[config.mk]
export PLATFORM = sky130hd
export DESIGN_NAME = crc16_packet_deframer
export DESIGN_NICKNAME = d
export VERILOG_FILES = /design/src/design/cpd_pkg.sv /design/src/design/cpd_crc8.sv /design/src/design/crc16_packet_deframer.sv
export SDC_FILE = /design/constraint.sdc
export NUM_CORES = 1
export LEC_CHECK = 0
export BUFFER_PORTS_ARGS = -buffer_cell sky130_fd_sc_hd__buf_2
export CAP_MARGIN = 20
export CORE_MARGIN = 2
export CORE_UTILIZATION = 45
export CTS_CLUSTER_DIAMETER = 80
export DETAILED_ROUTE_END_ITERATION = 8
export PLACE_DENSITY = 0.64
export SETUP_SLACK_MARGIN = 0.2
export SYNTH_ARGS = -nofsm -noshare
export SYNTH_HDL_FRONTEND = slang
export SYNTH_SLANG_ARGS = --single-unit
[constraint.sdc]
create_clock -name aclk -period 3.8 [get_ports aclk]
set_input_delay 0.57 -clock aclk [delete_from_list [all_inputs] [get_ports aclk]]
set_output_delay 0.57 -clock aclk [all_outputs]
set_load 0.03 [all_outputs]
[src/design/cpd_pkg.sv]
// cpd_pkg: shared types and constants for the crc16 packet deframer
// no dependencies; imported by cpd_crc8, crc16_packet_deframer, frame_scoreboard_pkg and the bench
package cpd_pkg;

    // frame marker bytes
    localparam logic [7:0]  START_BYTE  = 8'h21;
    localparam logic [7:0]  SYNC_BYTE   = 8'h24;
    localparam logic [15:0] CRC_TOP_BIT = 16'h8000;

    // configuration register indexes
    localparam logic [0:0] REG_CRC_POLY = 1'b0;
    localparam logic [0:0] REG_CRC_INIT = 1'b1;

    // reset values of the configuration registers
    localparam logic [15:0] CRC_POLY_RESET = 16'h1021;
    localparam logic [15:0] CRC_INIT_RESET = 16'hFFFF;

    // parser phase
    typedef enum logic [2:0] {
        PH_HUNT,
        PH_SYNC,
        PH_LENGTH,
        PH_DEVICE,
        PH_MESSAGE,
        PH_PAYLOAD,
        PH_CRC_LO,
        PH_CRC_HI
    } phase_t;

    // kind of result transaction
    typedef enum logic [1:0] {
        KIND_PAYLOAD,
        KIND_GOOD,
        KIND_BAD
    } kind_t;

endpackage

[src/design/cpd_crc8.sv]
// cpd_crc8: msb-first crc-16 update over one byte, unrolled over its 8 bits
// depends on cpd_pkg
module cpd_crc8
    import cpd_pkg::*;
(
    input  logic [15:0] crc_in,
    input  logic [7:0]  data_in,
    input  logic [15:0] poly,
    output logic [15:0] crc_out
);

    // one shift-and-conditional-xor per data bit
    always_comb begin
        logic [15:0] c;
        c = crc_in ^ {data_in, 8'h00};
        for (int i = 0; i < 8; i++) begin
            if ((c & CRC_TOP_BIT) != 16'h0000) begin
                c = {c[14:0], 1'b0} ^ poly;
            end else begin
                c = {c[14:0], 1'b0};
            end
        end
        crc_out = c;
    end

endmodule

[src/design/crc16_packet_deframer.sv]
// crc16_packet_deframer: byte-stream frame parser with crc-16 check
// an accepted input byte is held in the input register, and its result is loaded into the output register
// throughput: one byte per cycle while no result is stalled at the output, set by the single-byte unrolled crc update
// bytes that yield no result (header, crc low byte, hunting) still take one slot
// reset: synchronous active-low aresetn clears parser state, pipeline valids and
// loads the crc registers with 0x1021 / 0xFFFF
module crc16_packet_deframer
    import cpd_pkg::*;
(
    input  logic        aclk,
    input  logic        aresetn,
    // configuration write port
    input  logic        cfg_we,
    input  logic [0:0]  cfg_addr,
    input  logic [15:0] cfg_wdata,
    // input byte stream
    input  logic        s_tvalid,
    output logic        s_tready,
    input  logic [7:0]  s_tdata,   // [7:0] rx_byte
    // result stream
    output logic        m_tvalid,
    input  logic        m_tready,
    output logic [39:0] m_tdata,   // [7:0] payload_data, [15:8] payload_index,
                                   // [23:16] frame_length, [31:24] source_device,
                                   // [39:32] message_type
    output logic [1:0]  m_tuser    // [1:0] item_kind
);

    // configuration registers
    logic [15:0] crc_poly_reg;
    logic [15:0] crc_init_reg;

    // input stage
    logic        in_valid_reg;
    logic [7:0]  in_byte_reg;

    // parser state
    phase_t      phase_reg, phase_next;
    logic [15:0] crc_reg, crc_next;
    logic [7:0]  length_reg, length_next;
    logic [7:0]  device_reg, device_next;
    logic [7:0]  message_reg, message_next;
    logic [7:0]  seen_reg, seen_next;
    logic [7:0]  crc_lo_reg, crc_lo_next;

    // output stage
    logic        out_valid_reg;
    kind_t       out_kind_reg, out_kind_next;
    logic [39:0] out_data_reg, out_data_next;
    logic        emit;

    logic        advance;
    logic        payload_done;
    logic [15:0] crc_base;
    logic [15:0] crc_fed;
    logic [15:0] crc_got;

    // configuration writes
    always_ff @(posedge aclk) begin
        if (!aresetn) begin
            crc_poly_reg <= CRC_POLY_RESET;
            crc_init_reg <= CRC_INIT_RESET;
        end else if (cfg_we) begin
            case (cfg_addr)
                REG_CRC_POLY: crc_poly_reg <= cfg_wdata;
                REG_CRC_INIT: crc_init_reg <= cfg_wdata;
                default: ;
            endcase
        end
    end

    // handshake: the input stage refills whenever its byte moves on
    assign advance  = in_valid_reg && (!out_valid_reg || m_tready);
    assign s_tready = !in_valid_reg || advance;

    always_ff @(posedge aclk) begin
        if (!aresetn) begin
            in_valid_reg <= 1'b0;
        end else if (s_tready) begin
            in_valid_reg <= s_tvalid;
        end
    end

    always_ff @(posedge aclk) begin
        if (s_tvalid && s_tready) begin
            in_byte_reg <= s_tdata;
        end
    end

    // crc update for the current byte
    assign crc_base = (phase_reg == PH_HUNT) ? crc_init_reg : crc_reg;

    cpd_crc8 u_crc8 (
        .crc_in  (crc_base),
        .data_in (in_byte_reg),
        .poly    (crc_poly_reg),
        .crc_out (crc_fed)
    );

    assign payload_done = ({1'b0, seen_reg} + 9'd1) >= {1'b0, length_reg};
    assign crc_got      = {in_byte_reg, crc_lo_reg};

    // next phase
    always_comb begin
        phase_next = phase_reg;
        case (phase_reg)
            PH_HUNT:    if (in_byte_reg == START_BYTE) begin
                phase_next = PH_SYNC;
            end
            PH_SYNC:    phase_next = (in_byte_reg == SYNC_BYTE) ? PH_LENGTH : PH_HUNT;
            PH_LENGTH:  phase_next = PH_DEVICE;
            PH_DEVICE:  phase_next = PH_MESSAGE;
            PH_MESSAGE: phase_next = (length_reg == 8'h00) ? PH_CRC_LO : PH_PAYLOAD;
            PH_PAYLOAD: if (payload_done) begin
                phase_next = PH_CRC_LO;
            end
            PH_CRC_LO:  phase_next = PH_CRC_HI;
            PH_CRC_HI:  phase_next = PH_HUNT;
            default:    phase_next = PH_HUNT;
        endcase
    end

    // datapath and result
    always_comb begin
        crc_next      = crc_reg;
        length_next   = length_reg;
        device_next   = device_reg;
        message_next  = message_reg;
        seen_next     = seen_reg;
        crc_lo_next   = crc_lo_reg;
        emit          = 1'b0;
        out_kind_next = KIND_PAYLOAD;
        out_data_next = {message_reg, device_reg, length_reg, 16'h0000};
        case (phase_reg)
            PH_HUNT: begin
                if (in_byte_reg == START_BYTE) begin
                    crc_next     = crc_fed;
                    length_next  = 8'h00;
                    device_next  = 8'h00;
                    message_next = 8'h00;
                    seen_next    = 8'h00;
                    crc_lo_next  = 8'h00;
                end
            end
            PH_SYNC: begin
                if (in_byte_reg == SYNC_BYTE) begin
                    crc_next = crc_fed;
                end
            end
            PH_LENGTH: begin
                crc_next    = crc_fed;
                length_next = in_byte_reg;
            end
            PH_DEVICE: begin
                crc_next    = crc_fed;
                device_next = in_byte_reg;
            end
            PH_MESSAGE: begin
                crc_next     = crc_fed;
                message_next = in_byte_reg;
                seen_next    = 8'h00;
            end
            PH_PAYLOAD: begin
                crc_next      = crc_fed;
                seen_next     = seen_reg + 8'd1;
                emit          = 1'b1;
                out_kind_next = KIND_PAYLOAD;
                out_data_next = {message_reg, device_reg, length_reg, seen_reg, in_byte_reg};
            end
            PH_CRC_LO: begin
                crc_lo_next = in_byte_reg;
            end
            PH_CRC_HI: begin
                emit          = 1'b1;
                out_kind_next = (crc_got == crc_reg) ? KIND_GOOD : KIND_BAD;
            end
            default: ;
        endcase
    end

    // parser state registers
    always_ff @(posedge aclk) begin
        if (!aresetn) begin
            phase_reg   <= PH_HUNT;
            crc_reg     <= 16'h0000;
            length_reg  <= 8'h00;
            device_reg  <= 8'h00;
            message_reg <= 8'h00;
            seen_reg    <= 8'h00;
            crc_lo_reg  <= 8'h00;
        end else if (advance) begin
            phase_reg   <= phase_next;
            crc_reg     <= crc_next;
            length_reg  <= length_next;
            device_reg  <= device_next;
            message_reg <= message_next;
            seen_reg    <= seen_next;
            crc_lo_reg  <= crc_lo_next;
        end
    end

    // output register
    always_ff @(posedge aclk) begin
        if (!aresetn) begin
            out_valid_reg <= 1'b0;
        end else if (advance) begin
            out_valid_reg <= emit;
        end else if (m_tready) begin
            out_valid_reg <= 1'b0;
        end
    end

    always_ff @(posedge aclk) begin
        if (advance && emit) begin
            out_kind_reg <= out_kind_next;
            out_data_reg <= out_data_next;
        end
    end

    assign m_tvalid = out_valid_reg;
    assign m_tdata  = out_data_reg;
    assign m_tuser  = out_kind_reg;

`ifndef SYNTHESIS
    // the crc high byte always yields a frame-end transaction
    a_frame_end: assert property (@(posedge aclk) disable iff (!aresetn)
        (advance && phase_reg == PH_CRC_HI) |=>
            (out_valid_reg && out_kind_reg != KIND_PAYLOAD))
        else $error("crc high byte did not produce a frame-end transaction");

    // the last payload byte moves the parser to the crc low byte
    a_payload_exit: assert property (@(posedge aclk) disable iff (!aresetn)
        (advance && phase_reg == PH_PAYLOAD && payload_done) |=> (phase_reg == PH_CRC_LO))
        else $error("parser did not leave payload after the last byte");

    // a stalled input stage keeps its byte
    a_in_hold: assert property (@(posedge aclk) disable iff (!aresetn)
        (in_valid_reg && !advance) |=> (in_valid_reg && $stable(in_byte_reg)))
        else $error("input stage lost a byte while stalled");

    // a pending result is not overwritten while the output is stalled
    a_out_hold: assert property (@(posedge aclk) disable iff (!aresetn)
        (out_valid_reg && !m_tready) |-> !advance)
        else $error("parser advanced over a pending result");
`endif

endmodule

==> impl_metrics.tcl, run 1 <==
set metrics [dict create \
    status "complete, but fails checks" \
    violations "setup timing" \
    clkSinkCount 143 \
    wl_mm 26.01 \
    synthDistinctLibCells 84 \
    worst_pin_slew_ns 0.9995 \
    syn-cell-area_um2 8865 \
    yosys.area.top_type "dfxtp_1" \
    area_delta_synth_final_pct 32.27 \
    cap_viol_max_count 0 \
    ys_async_sr_fraction_pct 0 \
    die_w_um 144.4 \
    cts_root_buf "clkbuf_16" \
    critical_path_class "flip-flop to flip-flop" \
    synth-compound-area-share_pct 18.00 \
    wl_per_cell_um 17.77 \
    synth-seq-cells 143 \
    die-area_um2 20840 \
    synth_common_cells "nand2_1 (166), dfxtp_1 (93), nor2_1 (78), xnor2_1 (78), clkbuf_1 (62)" \
    vdd_drop_max_v 0.0003328 \
    drc 0 \
    hold_depth 1 \
    seq_area_frac_synth_pct 37.94 \
    worst_r2r_endpoint "crc_reg[3]" \
    ys.flop_type "dfxtp_1" \
    setup_violations 16 \
    synth_top_area_share_pct 21.00 \
    syn_nets 1052 \
    finalPower_uw 5357 \
    hold_buffers 0 \
    yosysMostFrequentCell "nand2_1" \
    track_usage_pct 24.83 \
    antenna_found_initial 0 \
    cts_buffers 17 \
    p_leak_uw 0.004522 \
    cp-endpoint "crc_reg[3]" \
    r2r_slack_ns -0.54 \
    nets 1225 \
    core_area_um2 19400 \
    cts_buffer_depth 2 \
    overflow 0 \
    slew_violations 0 \
    largest_reg_flops 40 \
    crit_start "phase_reg[0]" \
    start_kind "flip-flop" \
    hpwlAfterDp_mm 17.88 \
    setup_slack_ns -0.5420 \
    rows 51 \
    grt_pass1_vias 7459 \
    synth_top_family_by_area "simple AND/OR/NAND/NOR gates" \
    synth_fa_ha_area_share_pct 1.270 \
    maxSlewHeadroom_pct 33.27 \
    finalHoldViolations 0 \
    pin_count 74 \
    grt_max_degree 46 \
    synth_edf_count 50 \
    fp.dieH_um 144.4 \
    ff2ff_path_depth 16 \
    cts_tree "yes" \
    crit_required_ns 4.15 \
    crit_arrival_ns 4.69 \
    cts_htree_levels 4 \
    yosys.area_share.simple_pct 21.40 \
    post-route-period-util_pct 114.3 \
    yosys_warnings 0 \
    path_clk_slew_ns 0.06 \
    fin_skew_ns 0.01319 \
    rsz0062_at_grt "true" \
    drt_iter0_markers 593 \
    gp_congestion 0.9090 \
    firstDrtPassIters 5 \
    crit_fanout 7 \
    cellPowerDensity_nw_per_um2 456.9 \
    synth.area.mux_share_pct 2.047 \
    vias 8128 \
    initial_utilization_pct 45.70 \
    period_needed_ns 4.342 \
    max_freq_ghz 0.2303 \
    critPathCaptureType "flip-flop" \
    postSynthCellCount 1013 \
    synthTopCellsByArea "dfxtp_1 (21%), edfxtp_1 (17%), xnor2_1 (7.7%), nand2_1 (7.0%), nor2_1 (3.3%)" \
    syn_avg_cell_area_um2 8.751 \
    port_buffers 73 \
    antenna_cells 0 \
    holdCritPathClass "input port to flip-flop" \
    clock_latency_ns 0.44 \
    grt_pass1_wl_mm 40.01 \
    holdWs_ns 0.3047 \
    drive_gt1_share_pct 31.86 \
    reg2reg_from "phase_reg[0]" \
    ant_nets 0 \
    vias_per_cell 5.552 \
    synth_xor_area_share_pct 14.48 \
]
## cell usage in the layout (no fill, tap or decap), drive strengths merged, types with 14 or more instances in the layout
cell and instances:
xnor3 18, xor2 27, nor3 19, nand2 167
mux2i 17, and2 23, a22oi 34, xnor2 78
o211ai 14, a211oi 15, nor2 80, inv 18
o21ai 52, a21oi 50, dfxtp 93, buf 232
nand3 44, edfxtp 50, clkbuf 25
## cell type report
class	count	area [um^2]
clock buffers	25	529.3
clock inverters	7	71.32
fillers	1718	7674
inverters	17	63.81
multi-input cells	775	5695
flip-flops and latches	143	3372
well taps	265	331.6
repair buffers	232	1662
## layer usage
layer	routed length [um]	track usage, %	vias to the layer above
li1	-	-	3923
met1	11990	35.16	3915
met5	0	0	-
met2	12230	39.91	251
met4	496	6.745	0
met3	1303	3.411	39
## worst max-delay path, stage by stage, from the launching register on
cell and delay [ns]:
dfxtp_4 0.38, buf_6 0.13, o31a_1 0.28, or3_4 0.46, a2111oi_4 0.37, o21ai_1 0.12, xor2_1 0.20, xnor2_2 0.31
nor3_4 0.08, or4_4 0.53, a211oi_4 0.26, nor2_4 0.08, and3_4 0.22, buf_6 0.12, o21ai_2 0.11, xor3_1 0.43
a211oi_2 0.19
## report_power, final
group	leakage, uW	switching (uW)	total, uW	internal [uW]
logic	0.00307	960	2020	1060
registers	0.00116	44.6	1650	1600
clock network	0.000294	655	1690	1040
## metrics by stage
step                setup WS (ns)  utilization (%)  TNS, ns  area, um^2  std cells
CTS                       -0.4200            57.65   -5.341       11180       1440
finish                    -0.5420            60.44   -6.613       11730       1464
floorplan                 -0.2513                -   -2.514        8939       1013
global placement          -0.5572            52.48   -8.022       10180       1389
global route              -0.6760            60.44   -9.052       11730       1464
detailed placement        -0.5627            52.48   -8.096       10180       1389
## worst min-delay path by stage
stage                    from              to  slack, ns
2_1_floorplan   device_reg[0]     m_tdata[24]       0.41
3_3_place_gp   message_reg[3]     m_tdata[35]       0.42
3_5_place_dp   message_reg[3]     m_tdata[35]       0.42
4_1_cts            s_tdata[3]  in_byte_reg[3]       0.30
5_1_grt            s_tdata[3]  in_byte_reg[3]       0.30
6_report           s_tdata[1]  in_byte_reg[1]       0.30
## cells by family after synthesis
kind of cell,count (synthesis)
AO/OA/AOI/OAI,223
XOR/XNOR,121
adder cells (fa/ha/maj),9
buffers and inverters,99
flip-flops,143
multiplexers,18
AND/OR/NAND/NOR,400
## repair_timing
action,4_1_cts,5_1_grt
resized for setup,58,77
pin swaps,19,49
hold endpoints to repair,0,0
buffers inserted,16,23
cloned,3,1
setup endpoints to repair,16,16
Note: power is estimated with default switching activity, not from simulation.
==> inputs of run 2 (changes only) <==
--- a/config.mk
+++ b/config.mk
@@ -11,7 +11,7 @@
 export CORE_UTILIZATION = 45
 export CTS_CLUSTER_DIAMETER = 80
 export DETAILED_ROUTE_END_ITERATION = 8
-export PLACE_DENSITY = 0.64
+export PLACE_DENSITY = 0.62
 export SETUP_SLACK_MARGIN = 0.2
 export SYNTH_ARGS = -nofsm -noshare
 export SYNTH_HDL_FRONTEND = slang
==> constraint.sdc (replaced) <==
create_clock -name aclk -period 4.79 [get_ports aclk]
set_input_delay 0.7185 -clock aclk [delete_from_list [all_inputs] [get_ports aclk]]
set_output_delay 0.7185 -clock aclk [all_outputs]
set_load 0.03 [all_outputs]
==> run 2 against run 1 <==
Net effect: the run now ends clean; first-iteration DRC count up 3.4%; core utilization fell by 7.1 points; register-to-register slack improved by 0.92 ns; fmax fell by 1.6%; cell count shrank 8.0%; critical path type unchanged; largest power group is now the clock network.
==> impl_metrics.tcl, run 2 (synthesized netlist as in run 1, its figures left out) <==
set metrics [dict create \
    grt_max_degree 40 \
    path_common_cell "buf_4" \
    cts_buffer_depth 2 \
    slew_violations 0 \
    antenna_cells 0 \
    reg2reg_from "phase_reg[2]" \
    pin_count 74 \
    period_needed_ns 4.411 \
    overflow 0 \
    cp_num_buf_inv 2 \
    path_clk_slew_ns 0.07 \
    cts_root_buf "clkbuf_16" \
    max_freq_ghz 0.2267 \
    fin_skew_ns 0.01031 \
    die-area_um2 20840 \
    setup_slack_ns 0.3787 \
    grt_pass1_vias 6728 \
    initial_utilization_pct 45.70 \
    holdCritPathClass "flip-flop to flip-flop" \
    drt_iter0_markers 613 \
    pwr-share-clk_pct 35.6 \
    multi_input_area_um2 5259 \
    cts_tree "yes" \
    fp.dieH_um 144.4 \
    p_int_uw 2585 \
    crit_start "phase_reg[2]" \
    drive_gt1_share_pct 20.06 \
    nets 1108 \
    clock_latency_ns 0.43 \
    ant_nets 0 \
    rows 51 \
    finalPower_uw 3810 \
    rsz0062_at_grt "false" \
    clkSinkCount 143 \
    seq_area_um2 3372 \
    crit_arrival_ns 4.75 \
    min_from "device_reg[5]" \
    start_kind "flip-flop" \
    cellPowerDensity_nw_per_um2 368.2 \
    vias 7593 \
    p_seq_share_pct 34.5 \
    final_cell_mix "nand2_1 (166), dfxtp_1 (90), xnor2_1 (76)" \
    switchingPower_uw 1225 \
    vdd_drop_max_v 0.0002724 \
    maxSlewHeadroom_pct 39.80 \
    slowest_stage "or4b_4" \
    crit_fanout 12 \
    status "completed" \
    track_usage_pct 23.36 \
    final_common_cell "nand2_1" \
    p_comb_share_pct 29.9 \
    area_delta_synth_final_pct 16.74 \
    cts_htree_levels 4 \
    grt_pass1_wl_mm 37.47 \
    gp_congestion 0.8786 \
    p_leak_uw 0.003841 \
    dp_slack_ns 0.1989 \
    cap_viol_max_count 0 \
    antenna_found_initial 0 \
    post-route-period-util_pct 92.09 \
    finalSetupTns_ns 0 \
    wl_per_cell_um 17.91 \
    cts_buffers 17 \
    hold_buffers 0 \
    setup_violations 0 \
    largest_reg_flops 40 \
    cp_slowest_stage_delay_ns 0.57 \
    critical_path.cell_chain "or4b_4, nand3_1, nand4_1, buf_4, o211ai_1, mux2i_1, o31a_1, nor3_2, xnor3_2, buf_4, or3_1, o2111ai_1, a21oi_1, xnor3_1, a211oi_1" \
    crit_required_ns 5.13 \
    finalHoldViolations 0 \
    p_sw_share_pct 32.16 \
    drc 0 \
    critPathCaptureType "flip-flop" \
    core_area_um2 19400 \
    port_buffers 73 \
    worst_pin_slew_ns 0.8962 \
    firstDrtPassIters 5 \
    hpwlAfterDp_mm 16.98 \
    fillers 1891 \
    die_w_um 144.4 \
    critical_path_class "flip-flop to flip-flop" \
    wl_mm 24.12 \
    vias_per_cell 5.637 \
    cp_top_family "simple AND/OR/NAND/NOR gates" \
]
-- run 2: cell types whose count changed in the layout (fill, tap and decap cells not counted), moves of 6 or more --
| cell | change |
|---|---|
| buf_4 | -89 |
| a22oi_2 | -6 |
| a22oi_1 | +6 |
| o21ai_0 | +12 |
| buf_6 | -23 |
| o21ai_2 | -6 |
-- run 2: final timing paths --
| check | slack (ns) | endpoint | cells after the start |
|---|---|---|---|
| min | 0.43 | m_tdata[29] | 0 |
| min reg2reg | 0.43 | m_tdata[29] | 0 |
| max reg2reg | 0.38 | crc_reg[13] | 15 |
| max | 0.38 | crc_reg[13] | 15 |
-- run 2: metrics by stage --
stage | hold WS [ns] | cells | util [%] | area, um^2
5_1_grt | 0.4508 | 1347 | 53.35 | 10350
4_1_cts | 0.4338 | 1335 | 51.99 | 10080
2_1_floorplan | 0.4081 | 1013 | - | 8865
3_5_place_dp | 0.4170 | 1303 | 48.79 | 9464
3_3_place_gp | 0.4159 | 1303 | 48.79 | 9464
6_report | 0.4324 | 1347 | 53.35 | 10350
-- run 2: what timing repair did --
item	in CTS	in global routing
resized for setup	2	39
endpoints found under the setup margin	4	16
buffers inserted	0	12
pin swaps	0	9
-- run 2: power by group through the flow --
| stage | clock (uW) | combinational [uW] | sequential (uW) |
|---|---|---|---|
| 6_report | 1360 | 1140 | 1310 |
| 4_1_cts | 1370 | 1080 | 1310 |
| 5_1_grt | 1420 | 1230 | 1320 |
| 3_5_place_dp | 0 | 1070 | 1340 |
| 2_1_floorplan | 0 | 892 | 1310 |
| 3_3_place_gp | 0 | 1060 | 1340 |
-- run 2: metal layers --
metal	track usage [%]	wire length (um)	up-vias
met2	35.17	10800	225
li1	-	-	3690
met5	0	0	-
met4	6.592	449	0
met3	3.013	1353	32
met1	35.10	11520	3646
-- run 2: final cells by class --
class,instances,area share (%)
clock inverters,14,1.523
well taps,265,3.204
multi-input cells,771,50.82
clock buffers,18,4.353
repair buffers,119,6.904
inverters,17,0.6166
flip-flops and latches,143,32.58
